$ cat src/hw/rtl/pra_pkg.sv
`timescale 1ns / 1ps
`default_nettype none
// ----------------------------------------------------------------------------
// pra_pkg
// Types and constants shared by the priority resource allocator.
// ----------------------------------------------------------------------------
package pra_pkg;

    localparam int QDEPTH  = 16;
    localparam int QIDX_W  = $clog2(QDEPTH);
    localparam int LEN_W   = $clog2(QDEPTH + 1);
    localparam int UNITS_W = 16;
    localparam int ID_W    = 8;
    localparam int PRIO_W  = 8;
    localparam int WCNT_W  = 5;

    localparam logic [UNITS_W-1:0] UNITS_MAX = '1;

    typedef enum logic [0:0] {
        FN_ALLOC   = 1'b0,
        FN_RELEASE = 1'b1
    } t_func;

    typedef enum logic [2:0] {
        ST_GRANT     = 3'd0,
        ST_QUEUED    = 3'd1,
        ST_FULL      = 3'd2,
        ST_REL_NONE  = 3'd3,
        ST_REL_GRANT = 3'd4
    } t_status;

    typedef enum logic [0:0] {
        S_IDLE = 1'b0,
        S_EXEC = 1'b1
    } t_state;

    typedef struct packed {
        logic load_in;
        logic exec;
    } t_pra_cmd;

    typedef struct packed {
        logic out_free;
    } t_pra_sts;

endpackage
`default_nettype wire

$ cat src/hw/rtl/pra_ctrl.sv
`timescale 1ns / 1ps
`default_nettype none
// ----------------------------------------------------------------------------
// pra_ctrl
// Sequencer: takes an item, then runs one update step once the output
// register is free.
// ----------------------------------------------------------------------------
module pra_ctrl
    import pra_pkg::*;
(
    input  wire logic     i_clk,
    input  wire logic     i_rst_n,
    input  wire logic     i_s_tvalid,
    output logic          o_s_tready,
    input  wire t_pra_sts i_sts,
    output t_pra_cmd      o_cmd
);

    t_state r_state;
    t_state n_state;

    always_ff @(posedge i_clk) begin
        if (!i_rst_n) begin
            r_state <= S_IDLE;
        end else begin
            r_state <= n_state;
        end
    end

    always_comb begin
        n_state = r_state;
        unique case (r_state)
            S_IDLE: begin
                if (i_s_tvalid) begin
                    n_state = S_EXEC;
                end
            end
            S_EXEC: begin
                if (i_sts.out_free) begin
                    n_state = S_IDLE;
                end
            end
            default: n_state = S_IDLE;
        endcase
    end

    always_comb begin
        o_s_tready    = 1'b0;
        o_cmd.load_in = 1'b0;
        o_cmd.exec    = 1'b0;
        unique case (r_state)
            S_IDLE: begin
                o_s_tready    = 1'b1;
                o_cmd.load_in = i_s_tvalid;
            end
            S_EXEC: begin
                o_cmd.exec = i_sts.out_free;
            end
            default: ;
        endcase
    end

endmodule
`default_nettype wire

$ cat src/hw/rtl/pra_dpath.sv
`timescale 1ns / 1ps
`default_nettype none
// ----------------------------------------------------------------------------
// pra_dpath
// Free-unit counter, sorted wait list with parallel compare-and-shift insert,
// and the result register.
// ----------------------------------------------------------------------------
module pra_dpath
    import pra_pkg::*;
(
    input  wire logic               i_clk,
    input  wire logic               i_rst_n,
    input  wire t_pra_cmd           i_cmd,
    output t_pra_sts                o_sts,
    input  wire logic               i_cfg_wr_en,
    input  wire logic [UNITS_W-1:0] i_cfg_wr_data,
    input  wire logic               i_func,
    input  wire logic [ID_W-1:0]    i_requester_id,
    input  wire logic [UNITS_W-1:0] i_unit_count,
    input  wire logic [PRIO_W-1:0]  i_priority_req,
    input  wire logic               i_out_ready,
    output logic                    o_out_valid,
    output logic [2:0]              o_status,
    output logic [ID_W-1:0]         o_granted_requester,
    output logic [UNITS_W-1:0]      o_available_after,
    output logic [WCNT_W-1:0]       o_waiting_count
);

    // latched item
    logic               r_in_func;
    logic [ID_W-1:0]    r_in_id;
    logic [UNITS_W-1:0] r_in_units;
    logic [PRIO_W-1:0]  r_in_prio;

    // pool and wait list
    logic [UNITS_W-1:0] r_avail;
    logic [UNITS_W-1:0] n_avail;
    logic [LEN_W-1:0]   r_len;
    logic [LEN_W-1:0]   n_len;
    logic [PRIO_W-1:0]  r_prio  [QDEPTH];
    logic [ID_W-1:0]    r_req   [QDEPTH];
    logic [UNITS_W-1:0] r_units [QDEPTH];
    logic [PRIO_W-1:0]  n_prio  [QDEPTH];
    logic [ID_W-1:0]    n_req   [QDEPTH];
    logic [UNITS_W-1:0] n_units [QDEPTH];

    // result register
    logic               r_o_valid;
    t_status            r_o_status;
    t_status            n_o_status;
    logic [ID_W-1:0]    r_o_granted;
    logic [ID_W-1:0]    n_o_granted;
    logic [UNITS_W-1:0] r_o_avail;
    logic [LEN_W-1:0]   r_o_len;

    logic [QDEPTH-1:0]  w_gt;
    logic [QDEPTH-1:0]  w_shift;
    logic [UNITS_W:0]   w_sum;
    logic [UNITS_W-1:0] w_sat;
    logic               w_full;

    always_comb begin
        for (int i = 0; i < QDEPTH; i++) begin
            w_gt[i] = (LEN_W'(i) < r_len) && (r_prio[i] > r_in_prio);
        end
    end

    // entry i takes entry i-1 when that one moves up
    assign w_shift = {w_gt[QDEPTH-2:0], 1'b0};

    assign w_full = (r_len >= LEN_W'(QDEPTH));
    assign w_sum  = {1'b0, r_avail} + {1'b0, r_in_units};
    assign w_sat  = w_sum[UNITS_W] ? UNITS_MAX : w_sum[UNITS_W-1:0];

    always_comb begin
        n_avail     = r_avail;
        n_len       = r_len;
        n_o_status  = ST_REL_NONE;
        n_o_granted = '0;
        for (int i = 0; i < QDEPTH; i++) begin
            n_prio[i]  = r_prio[i];
            n_req[i]   = r_req[i];
            n_units[i] = r_units[i];
        end
        if (r_in_func == FN_ALLOC) begin
            if (r_avail >= r_in_units) begin
                n_avail    = r_avail - r_in_units;
                n_o_status = ST_GRANT;
            end else if (w_full) begin
                n_o_status = ST_FULL;
            end else begin
                n_o_status = ST_QUEUED;
                n_len      = r_len + LEN_W'(1);
                // entries above the insert point move up one place
                for (int i = 0; i < QDEPTH; i++) begin
                    if (w_shift[i]) begin
                        n_prio[i]  = r_prio[i-1];
                        n_req[i]   = r_req[i-1];
                        n_units[i] = r_units[i-1];
                    end else if (w_gt[i] || LEN_W'(i) == r_len) begin
                        n_prio[i]  = r_in_prio;
                        n_req[i]   = r_in_id;
                        n_units[i] = r_in_units;
                    end
                end
            end
        end else begin
            n_avail    = w_sat;
            n_o_status = ST_REL_NONE;
            if (r_len != '0 && r_units[0] <= w_sat) begin
                n_avail     = w_sat - r_units[0];
                n_o_granted = r_req[0];
                n_o_status  = ST_REL_GRANT;
                n_len       = r_len - LEN_W'(1);
                for (int i = 0; i < QDEPTH - 1; i++) begin
                    n_prio[i]  = r_prio[i+1];
                    n_req[i]   = r_req[i+1];
                    n_units[i] = r_units[i+1];
                end
            end
        end
    end

    always_ff @(posedge i_clk) begin
        if (i_cmd.load_in) begin
            r_in_func  <= i_func;
            r_in_id    <= i_requester_id;
            r_in_units <= i_unit_count;
            r_in_prio  <= i_priority_req;
        end
        if (i_cmd.exec) begin
            for (int i = 0; i < QDEPTH; i++) begin
                r_prio[i]  <= n_prio[i];
                r_req[i]   <= n_req[i];
                r_units[i] <= n_units[i];
            end
            r_o_status  <= n_o_status;
            r_o_granted <= n_o_granted;
            r_o_avail   <= n_avail;
            r_o_len     <= n_len;
        end
    end

    always_ff @(posedge i_clk) begin
        if (!i_rst_n) begin
            r_avail   <= '0;
            r_len     <= '0;
            r_o_valid <= 1'b0;
        end else begin
            if (i_cfg_wr_en) begin
                r_avail <= i_cfg_wr_data;
            end else if (i_cmd.exec) begin
                r_avail <= n_avail;
            end
            if (i_cmd.exec) begin
                r_len <= n_len;
            end
            if (i_cmd.exec) begin
                r_o_valid <= 1'b1;
            end else if (i_out_ready) begin
                r_o_valid <= 1'b0;
            end
        end
    end

    assign o_sts.out_free      = !r_o_valid || i_out_ready;
    assign o_out_valid         = r_o_valid;
    assign o_status            = r_o_status;
    assign o_granted_requester = r_o_granted;
    assign o_available_after   = r_o_avail;
    assign o_waiting_count     = WCNT_W'(r_o_len);

endmodule
`default_nettype wire

$ cat src/hw/rtl/priority_resource_allocator.sv
`timescale 1ns / 1ps
`default_nettype none
// ----------------------------------------------------------------------------
// priority_resource_allocator
// Counting resource pool with a priority-ordered wait list.
// ----------------------------------------------------------------------------
// Channel  Dir  Handshake          Payload
// s        in   tvalid/tready      tuser: func; tdata: id, units, priority
// m        out  tvalid/tready      tuser: status; tdata: granted id, free, waiters
// cfg      in   wr_en              wr_data: initial_amount (also loads pool)
//
// The sequencer registers an item, then updates the pool and the wait list and
// loads the result register, taking no new item in between. The next item is
// taken while the result waits. The update step holds while the result register
// is still full and not being taken. Reset is synchronous: empty list, no free units.
// ----------------------------------------------------------------------------
module priority_resource_allocator
    import pra_pkg::*;
(
    input  wire logic        i_clk,
    input  wire logic        i_rst_n,
    input  wire logic        i_cfg_wr_en,
    input  wire logic [15:0] i_cfg_wr_data,
    input  wire logic        i_s_tvalid,
    output logic             o_s_tready,
    input  wire logic [31:0] i_s_tdata,   // requester_id[7:0], unit_count, priority_req
    input  wire logic [0:0]  i_s_tuser,   // func
    output logic             o_m_tvalid,
    input  wire logic        i_m_tready,
    output logic [31:0]      o_m_tdata,   // granted_requester, available_after,
                                          // waiting_count, zero pad
    output logic [2:0]       o_m_tuser    // status
);

    t_pra_cmd            w_cmd;
    t_pra_sts            w_sts;
    logic [2:0]          w_status;
    logic [ID_W-1:0]     w_granted;
    logic [UNITS_W-1:0]  w_avail;
    logic [WCNT_W-1:0]   w_wcnt;

    pra_ctrl u_ctrl (
        .i_clk      (i_clk),
        .i_rst_n    (i_rst_n),
        .i_s_tvalid (i_s_tvalid),
        .o_s_tready (o_s_tready),
        .i_sts      (w_sts),
        .o_cmd      (w_cmd)
    );

    pra_dpath u_dpath (
        .i_clk               (i_clk),
        .i_rst_n             (i_rst_n),
        .i_cmd               (w_cmd),
        .o_sts               (w_sts),
        .i_cfg_wr_en         (i_cfg_wr_en),
        .i_cfg_wr_data       (i_cfg_wr_data),
        .i_func              (i_s_tuser[0]),
        .i_requester_id      (i_s_tdata[7:0]),
        .i_unit_count        (i_s_tdata[23:8]),
        .i_priority_req      (i_s_tdata[31:24]),
        .i_out_ready         (i_m_tready),
        .o_out_valid         (o_m_tvalid),
        .o_status            (w_status),
        .o_granted_requester (w_granted),
        .o_available_after   (w_avail),
        .o_waiting_count     (w_wcnt)
    );

    assign o_m_tuser = w_status;
    assign o_m_tdata = {3'b000, w_wcnt, w_avail, w_granted};

    a_take_then_busy: assert property (@(posedge i_clk) disable iff (!i_rst_n)
        (i_s_tvalid && o_s_tready) |=> !o_s_tready)
        else $error("item taken while previous one in progress");

    a_exec_loads_out: assert property (@(posedge i_clk) disable iff (!i_rst_n)
        w_cmd.exec |=> o_m_tvalid)
        else $error("update step did not present a result");

    a_wcnt_bound: assert property (@(posedge i_clk) disable iff (!i_rst_n)
        o_m_tvalid |-> (w_wcnt <= WCNT_W'(QDEPTH)))
        else $error("waiter count beyond list depth");

    a_grant_id_zero: assert property (@(posedge i_clk) disable iff (!i_rst_n)
        (o_m_tvalid && w_status != ST_REL_GRANT) |-> (w_granted == '0))
        else $error("granted id set without a release grant");

endmodule
`default_nettype wire

$ cat config.mk
export PLATFORM = sky130hd
export DESIGN_NAME = priority_resource_allocator
export DESIGN_NICKNAME = d
export VERILOG_FILES = /design/src/hw/rtl/pra_pkg.sv /design/src/hw/rtl/pra_ctrl.sv /design/src/hw/rtl/pra_dpath.sv /design/src/hw/rtl/priority_resource_allocator.sv
export SDC_FILE = /design/constraint.sdc
export NUM_CORES = 1
export LEC_CHECK = 0
export ABC_AREA = 0
export BUFFER_PORTS_ARGS = -buffer_cell sky130_fd_sc_hd__buf_4
export CAP_MARGIN = 20
export CORE_AREA = 5 5 402 305
export CTS_CLUSTER_SIZE = 14
export DETAILED_ROUTE_END_ITERATION = 7
export DIE_AREA = 0 0 407 310
export PLACE_DENSITY = 0.46
export SLEW_MARGIN = 15
export SYNTH_ARGS = -nofsm -noshare
export SYNTH_HDL_FRONTEND = slang
export SYNTH_SLANG_ARGS = --single-unit
$ cat constraint.sdc
create_clock -name i_clk -period 8.7 [get_ports i_clk]
set_input_delay 0.435 -clock i_clk [delete_from_list [all_inputs] [get_ports i_clk]]
set_output_delay 0.435 -clock i_clk [all_outputs]
set_load 0.01 [all_outputs]
### After elaboration in Yosys (flattened, before gate mapping)

Memories as Yosys holds them, arrays and structs flattened.
Index checks and enable logic that the tools add are counted.

| operators by class | value |
|---|---|
| add/sub/neg operators | 5 |
| multiply operators | 0 |
| div/mod/pow operators | 0 |
| order comparisons | 35 |
| equality and inequality tests | 15 |
| shifts and indexed selects | 0 |
| mux-type cells | 132 |
| bitwise logic cells | 1 |
| reductions and logical operators | 40 |

Operator list:

| operator | count |
|---|---|
| $mux W16 | 38 |
| $mux W128 | 4 |
| $mux W256 | 2 |
| $mux W8 | 64 |
| $mux W120 | 4 |
| $mux W240 | 2 |
| $gt A8 B8 Y1 | 16 |
| $eq A4 B5 Y1 const A | 8 |
| $lt A4 B5 Y1 const A | 8 |
| $sub A16 B16 Y16 | 2 |
| $eq A3 B5 Y1 const A | 4 |
| $lt A3 B5 Y1 const A | 4 |
| $mux W5 | 4 |
| $add A16 B16 Y17 | 1 |
| $logic_and A1 B1 Y1 | 17 |
| $logic_or A1 B1 Y1 | 17 |
| $ge A16 B16 Y1 | 1 |
| $le A16 B16 Y1 | 1 |
| $eq A2 B5 Y1 const A | 2 |
| $lt A1 B5 Y1 const A | 2 |
| $lt A2 B5 Y1 const A | 2 |
| $mux W1 | 9 |
| $mux W3 | 3 |
| $add A5 B1 Y5 const B | 1 |
| other kinds (11) | 12 |

| word-level totals | value |
|---|---|
| register bits after elaboration | 88 |
| bits in latches | 0 |
| memory bits (writable) | 512 |
| bits in read-only memories | 0 |
| bits of input ports | 54 |
| output and inout bits | 37 |
| word-level logic and storage cells | 243 |
| memories | 3 |

Memories:

| memory | depth | width | read ports | clocked after memory_dff | wr ports | line | source |
|---|---|---|---|---|---|---|---|
| u_dpath.r_units | 16 | 16 | 16 | 0 | 16 | pra_dpath.sv:42 | `logic [UNITS_W-1:0] r_units [QDEPTH];` |
| u_dpath.r_prio | 16 | 8 | 16 | 0 | 16 | pra_dpath.sv:40 | `logic [PRIO_W-1:0] r_prio [QDEPTH];` |
| u_dpath.r_req | 16 | 8 | 16 | 0 | 16 | pra_dpath.sv:41 | `logic [ID_W-1:0] r_req [QDEPTH];` |

### Depth between registers and ports, before layout

Gate-level depths: netlist of the first run.
An unclocked memory read counts as a cell.

| logic depth | value |
|---|---|
| depth in word-level cells | 9 |
| mapped depth | 23 |
| mapped depth without buffers | 19 |

### By module

Synthesis of the first run repeated with hierarchy kept, for this count alone.

| unflattened totals | value |
|---|---|
| cells, all modules | 3,288 |
| area total of the unflattened synthesis | 34,929.8 um^2 |

Modules (own cells, without submodules):

| module | instances | cells each | area an instance (um^2) | seq. area each (um^2) |
|---|---|---|---|---|
| pra_dpath | 1 | 3,278 | 34,853.4 | 17,767.0 |
| pra_ctrl | 1 | 6 | 50.0 | 20.0 |
| priority_resource_allocator | 1 | 4 | 26.3 | 0.0 |

### Worst setup path before layout of the first run

No wires, ideal clock.

| path | value |
|---|---|
| path kind | register to register |
| from | register, netlist name u_dpath.r_in_units[0] |
| to | memory u_dpath.r_prio[12][0], enable pin |
| library setup time | 0.441 ns |
| arrival time | 5.903 ns |
| data required time | 8.259 ns |
| path slack | 2.357 ns |
| stages on the path, launching flop included | 19 |
| path buffers | 2 |
| clock period less this slack | 6.343 ns |
| cell sequence | edfxtp_1 > ha_1 > fa_1 > nand2b_1 > a221oi_1 > or3b_1 > a211o_1 > a21boi_4 > buf_4 > nand2_1 > ha_1 > nand4_1 > or4_1 > o22ai_1 > nor2_2 > inv_1 > o21ai_1 > buf_2 > a31oi_1 |

RTL lines:

| what | line |
|---|---|
| end: declaration | pra_dpath.sv:40 |

==> run metrics, run 1 <==
total gr overflow 0; Synth Area in Simple Gates under 10%; cell family with most CP delay compound AO/OA/AOI/OAI gates; crit-path cells inv_1 -> ha_1 -> nand2b_1 -> a221oi_1 -> nor2_1 -> o41ai_1 -> a311oi_1 -> xnor2_1 -> nand2_1 -> ha_1 -> nand4_1 -> or4_1 -> o22ai_1 -> nor2_2 -> inv_1 -> o21ai_4 -> a31oi_4 -> buf_4; initial antenna violation count 4; wire length on met1 around 65 mm; drt wl/cell 25.2 um; Port Buffers 87; HP Class input pin to flop; Post-Synth XOR/XNOR Area less than 1%; Worst Path Required roughly 9 ns; Nets 3,582; CTS root buffer clkbuf_16; CP max-delay cell a31oi_4; number of post-CTS setup repair buffers 0; max_cap viols 0; dpl hpwl 82.4 mm; die area 126,000 um^2; Final Hold Vio Count 0; crit start category flop; Synth Register Bits 600; post-cts repair resize count 0; fin util 33.8%; register area share after synthesis just over 50%; Routability Congestion 0.868; Synth Warn # 0; Seq pwr share between 40 and 50%; Synth async-reset ratio 0%; period utilization 82.3%; NetSw approximately 2.3 mW; Netlist cell types between 80 and 90; vias in the first global route between 20,000 and 30,000; Logic pwr share 18.2%; CTS tree done; via-per-instance ratio between 5 and 6; clock sinks 600; CP Class flop to flop; met2 wire length 47.6 mm; WL met3 10.4 mm; internal power component 5.46 mW; FP Rows 110; clk_lat worst skew 0.66 ns; Yosys top cell by area edfxtp_1; clock skew between 0.015 and 0.02 ns; RSZ-0062 raised after global routing no; DR iter-0 viols 2,598; top routing layer in use met5; H-tree depth 3; clock share of power 37.4%; clock buffer depth 3; mux cell area share after synthesis 12.7%; worst relative slew slack 21.5%; switching share of power 30.0%; Area growth, synth to finish 14.2%; largest net degree at the start of global routing about 200; mapped cell area 35,200 um^2; register cell area after layout 17,800 um^2; Final setup viols 0; All-Layer GR Usage 19.3%; Slew Viols, Final 0; die height just over 300 um; Tmin final around 7.2 ns; cell area power density approximately 190 nW/um^2; Synth area leaders edfxtp_1 (49%), mux2i_1 (12%), ha_1 (6.5%); Clock transition at path regs roughly 0.060 ns; routed via count 26,900; status finished, final reports clean; fraction of layout cells with a size suffix above 1 a little over a tenth; leakage power figure around 15 nW; top_reg_cell synth edfxtp_1; Die Wd 407 um; area occupied by multi-input gates 16,300 um^2; CP arrival roughly 7.5 ns; core area 119,000 um^2; number of routed nets with antenna violations 0; starting density of the core between 20% and 30%; Slew @ Worst Pin between 1 and 1.5 ns; drt pass-1 iters 6; CTS Buf Count between 60 and 70; Avg Cell Area, Syn approximately 11 um^2; total wire length between 100 and 150 mm; number of flops mapped to enable cells by yosys 577; delay of the slowest critical-path stage 0.92 ns; Critical Path Fanout Max 17; Peak VDD IR 0.137 mV; Post-Synth Adder-Cell Area 6.65%; CP Buf/Inv Count 3; fillers 12,100; largest family of logic cells by synthesized area compound AO/OA/AOI/OAI gates; share of the synthesized area in the top cell type roughly half; first-pass GRT wire length 182 mm; Max Freq 140 MHz; final setup TNS 0 ns; # DRC 0; Setup crit end kind flop; total I/O pin count 91; Compound-Gate Fraction of Synth Area 15.2%; synthesized instance count 3,318
[worst reg2reg max path: stages (launching register included)]
cell and delay (ns):
edfxtp_1 0.84, inv_1 0.27, ha_1 0.47, nand2b_1 0.21, a221oi_1 0.37, nor2_1 0.12, o41ai_1 0.45, a311oi_1 0.19
xnor2_1 0.37, nand2_1 0.11, ha_1 0.43, nand4_1 0.18, or4_1 0.58, o22ai_1 0.24, nor2_2 0.06, inv_1 0.23
o21ai_4 0.27, a31oi_4 0.93, buf_4 0.48
[layout make-up]
type / instances / area share [%]
Tap cell: 1568 / 4.89
Timing Repair Buffer: 196 / 3.93
Sequential cell: 600 / 44.3
Inverter: 101 / 0.944
Clock buffer: 84 / 4.47
Clock inverter: 37 / 0.904
Multi-Input combinational cell: 2375 / 40.5
Antenna cell: 1 / 0.00623
[synthesized netlist by cell type, drive strengths merged (6+ instances only)]
cell type	n
edfxtp	577
o21ai	533
nand2	508
mux2i	407
ha	182
clkbuf	173
a21oi	142
nor2	109
inv	99
buf	71
nor2b	41
a21o	38
mux2	35
nand3	31
o21a	28
nand4	27
dfxtp	23
a31oi	21
xnor2	20
o22ai	19
nor3	18
nand2b	17
and3	14
a211oi	12
o31ai	10
a2111oi	9
a22o	9
and2	9
o211ai	9
a311oi	7
o211a	7
o221a	7
o221ai	7
or3	7
a211o	6
a221oi	6
and4	6
xor2	6
[path summary, 6_finish.rpt]
kind / slack (ns) / endpoint / cells after the start / startpoint
max: 1.54 / u_dpath.r_units[0][30]$_DFFE_PP_ / 18 / u_dpath.r_in_units[2]$_DFFE_PP_
min reg2reg: 0.52 / u_dpath.o_out_valid$_SDFFE_PN0P_ / 2 / u_dpath.o_out_valid$_SDFFE_PN0P_
max reg2reg: 1.54 / u_dpath.r_units[0][30]$_DFFE_PP_ / 18 / u_dpath.r_in_units[2]$_DFFE_PP_
min: 0.06 / u_dpath.r_in_units[9]$_DFFE_PP_ / 1 / i_s_tdata[17]
[placed cells by master, fill, tap and decap left out, drive strengths merged, types with 7 or more instances in the layout]
master,count
o21a,28
and3,14
nand2b,17
o221a,7
o211a,7
a21oi,142
clkbuf,84
o22ai,19
o31ai,10
nand4,27
or3,7
mux2,35
a21o,38
dlygate4sd3,33
nand3,31
nor2,109
mux2i,407
buf,163
clkinv,23
o21ai,533
xnor2,20
nor3,18
a311oi,7
nor2b,41
a2111oi,9
and2,9
a211oi,12
edfxtp,577
dfxtp,23
a31oi,21
ha,182
inv,108
nand2,508
o221ai,7
a22o,9
o211ai,9
[routing by layer]
layer / vias to the layer above / track usage (%)
met5: - / 0
met4: 2 / 3.61
met3: 116 / 5.36
met2: 952 / 25.4
met1: 13500 / 31.0
li1: 12300 / -
[sequential cells by signal, indices dropped and copies added, names as in the netlist, 8 cells and up]
signal and flops:
u_dpath.r_units 256, u_dpath.r_prio 128, u_dpath.r_req 128, u_dpath.o_granted_requester 8, u_dpath.r_in_id 8, u_dpath.r_in_units 16
u_dpath.o_available_after 16, u_dpath.r_in_prio 8, u_dpath.r_avail 16
[kinds of logic after synthesis]
kind of cell	after synthesis
compound gates	914
simple gates	805
flops	600
mux	442
buf+inv	345
fa+ha+maj	185
xor+xnor	26
other cells	1
[power by group through the flow]
stage               Clock (mW)  Sequential [mW]  Combinational, mW
CTS                       3.01             3.47               1.40
global placement             0             3.53               1.38
detailed placement           0             3.53               1.38
floorplan                    0             3.47              0.926
global route              3.12             3.48               1.55
finish                    2.92             3.47               1.42
[stage by stage]
stage / power, mW / hold slack, ns / cell area, um^2 / worst slack, ns / cells
2_1_floorplan: 4.40 / 0.500 / 35200 / 2.36 / 3320
3_3_place_gp: 4.91 / 0.504 / 37700 / 1.66 / 4807
3_5_place_dp: 4.91 / 0.509 / 37700 / 1.62 / 4807
4_1_cts: 7.87 / 0.00972 / 40100 / 1.61 / 4961
5_1_grt: 8.15 / 0.0142 / 40100 / 1.10 / 4961
6_report: 7.81 / 0.0573 / 40100 / 1.54 / 4962
[repair_timing]
item,in CTS,in global routing
endpoints found under the setup margin,0,0
hold buffers,33,0
hold endpoints to repair,33,0
Power figures use the tool's default switching activity.
==> inputs of run 2 (changes only) <==
- clock period: 8.7 -> 7.25 ns (I/O delays scaled with it)
==> run 2 against run 1 <==
Effect of this change: combinational power up 20%; largest cell class unchanged; highest routed layer unchanged; critical endpoint is now u_dpath.r_units[1][39]$_DFFE_PP_; clock-buffer cell count up 7; clock power up 20%.
==> run metrics, run 2 (synthesis results as in run 1) <==
largest net degree at the start of global routing 177; vias in the first global route approximately 26,000; final setup TNS 0 ns; starting density of the core 29.6%; switching share of power 30.0%; drt wl/cell 24.8 um; CTS Buf Count 69; Die Wd 407 um; HP Class input pin to flop; clock sinks 600; Worst R2R Setup Slack around 0.85 ns; final hold slack 0.0525 ns; Top reg by flops u_dpath.r_units; core area 119,000 um^2; Slew Viols, Final 0; Tmin final 6.40 ns; Inst Count DP roughly 4,800; Setup crit end kind flop; dpl hpwl 82.9 mm; hold depth 4; initial antenna violation count 4; via-per-instance ratio 5.35; number of routed nets with antenna violations 0; All-Layer GR Usage 19.1%; clock skew roughly 0.029 ns; routed via count 26,600; status finished, final reports clean; die area 126,000 um^2; CP arrival a little under 7 ns; period utilization 88.3%; Largest register FFs 256; internal power component between 6 and 7 mW; total wire length 124 mm; clock share of power 37.3%; Non-Filler Instances roughly 5,000; clk_lat worst skew 0.67 ns; number of post-CTS setup repair buffers 0; Final Hold Vio Count 0; clock buffer depth 3; NetSw roughly 2.8 mW; Port Buffers between 80 and 90; Critical Path Fanout Max 23; leakage power figure 15.2 nW; cell area power density around 230 nW/um^2; die height 310 um; first-pass GRT wire length 180 mm; drt pass-1 iters 7; RSZ-0062 raised after global routing no; commonest non-fill, non-tap cell in the layout edfxtp_1; worst relative slew slack 27.5%; CTS root buffer clkbuf_16; Slew @ Worst Pin 1.09 ns; Area growth, synth to finish 14.9%; Logic pwr share 18.3%; Worst Path Required 7.59 ns; max_cap viols 0; crit start category flop; Nets between 3,000 and 4,000; fraction of layout cells with a size suffix above 1 10.6%; Routability Congestion 0.887; total I/O pin count between 90 and 100; R2R depth 22; most frequent cells in the layout edfxtp_1 (577), nand2_1 (507), o21ai_0 (430); FP Rows 110; Seq pwr share between 40% and 50%; total gr overflow 0; CP Class flop to flop; CTS tree done; Clock transition at path regs around 0.060 ns; DR iter-0 viols approximately 2,800; Max Freq 156 MHz; H-tree depth 3; largest registers u_dpath.r_units (256), u_dpath.r_prio (128), u_dpath.r_req (128); # DRC 0; Peak VDD IR 0.145 mV; Final setup viols 0
## run 2: cell types whose count changed in the layout (fill, tap and decap cells not counted), moves of 3 or more
| cell | before | now |
|---|---|---|
| dlygate4sd3_1 | 33 | 41 |
| clkbuf_1 | 14 | 21 |
| buf_12 | 2 | 8 |
| inv_6 | 5 | 1 |
| clkinv_16 | 0 | 3 |
## run 2: final timing paths
path,startpoint,to
max,u_dpath.r_in_units[13]$_DFFE_PP_,u_dpath.r_units[1][39]$_DFFE_PP_
min,i_cfg_wr_data[10],u_dpath.r_avail[10]$_SDFFE_PN0P_
max reg2reg,u_dpath.r_in_units[13]$_DFFE_PP_,u_dpath.r_units[1][39]$_DFFE_PP_
min reg2reg,u_dpath.o_out_valid$_SDFFE_PN0P_,u_dpath.o_out_valid$_SDFFE_PN0P_
## run 2: metrics by stage
| stage | power (mW) | instance area (um^2) | worst slack (ns) | utilization, % |
|---|---|---|---|---|
| after floorplan | 5.28 | 35200 | 0.907 | - |
| after global placement | 5.90 | 37800 | 0.939 | 31.8 |
| after detailed placement | 5.88 | 37800 | 0.878 | 31.9 |
| after CTS | 9.42 | 40400 | 0.869 | 34.0 |
| after global routing | 9.74 | 40400 | 0.356 | 34.0 |
| final | 9.34 | 40400 | 0.845 | 34.0 |
## run 2: layer usage
layer / wire (um) / vias to the layer above / share of wire, % / GRT usage [%]
met5: 8 / - / 0.0065 / 0
met4: 1950 / 2 / 1.6 / 3.67
met3: 9510 / 109 / 7.7 / 4.89
met2: 47400 / 841 / 38 / 25.3
met1: 64800 / 13300 / 52 / 30.7
li1: - / 12300 / - / -
## run 2: repair_timing
item / 4_1_cts / 5_1_grt
hold buffers: 41 / 0
gates resized for setup: 0 / 0
endpoints found under the hold margin: 41 / 0
## run 2: final cells by class
type                       instances  area (um^2)
sequential                       600        17800
timing repair buffer             212         1800
inverter                         101          379
clock inverter                    31          360
multi-input combinational       2375        16300
fill                           12000        78300
tap                             1568         1960
clock buffer                      91         1820
antenna                            2         5.00
## run 2: power by group through the flow
stage | Sequential (mW) | Combinational [mW] | Clock (mW)
finish | 4.15 | 1.71 | 3.49
global route | 4.16 | 1.86 | 3.72
CTS | 4.14 | 1.69 | 3.59
detailed placement | 4.22 | 1.67 | 0
global placement | 4.22 | 1.68 | 0
floorplan | 4.16 | 1.11 | 0
## run 2: worst max-delay path, cell delays in order, from the launching register on
cell      delay, ns
edfxtp_1       0.68
inv_1          0.18
ha_1           0.58
nor2b_1        0.11
nor2_1         0.23
o21ai_0        0.15
a21oi_1        0.18
buf_4          0.19
a21boi_4       0.34
and2_1         0.18
ha_1           0.16
inv_1          0.06
fa_1           0.45
a211oi_2       0.32
nor2_1         0.09
o31ai_1        0.34
a21oi_1        0.17
nor2_2         0.15
inv_1          0.16
o21ai_4        0.64
buf_12         0.23
nor2_4         0.09
buf_4          0.35
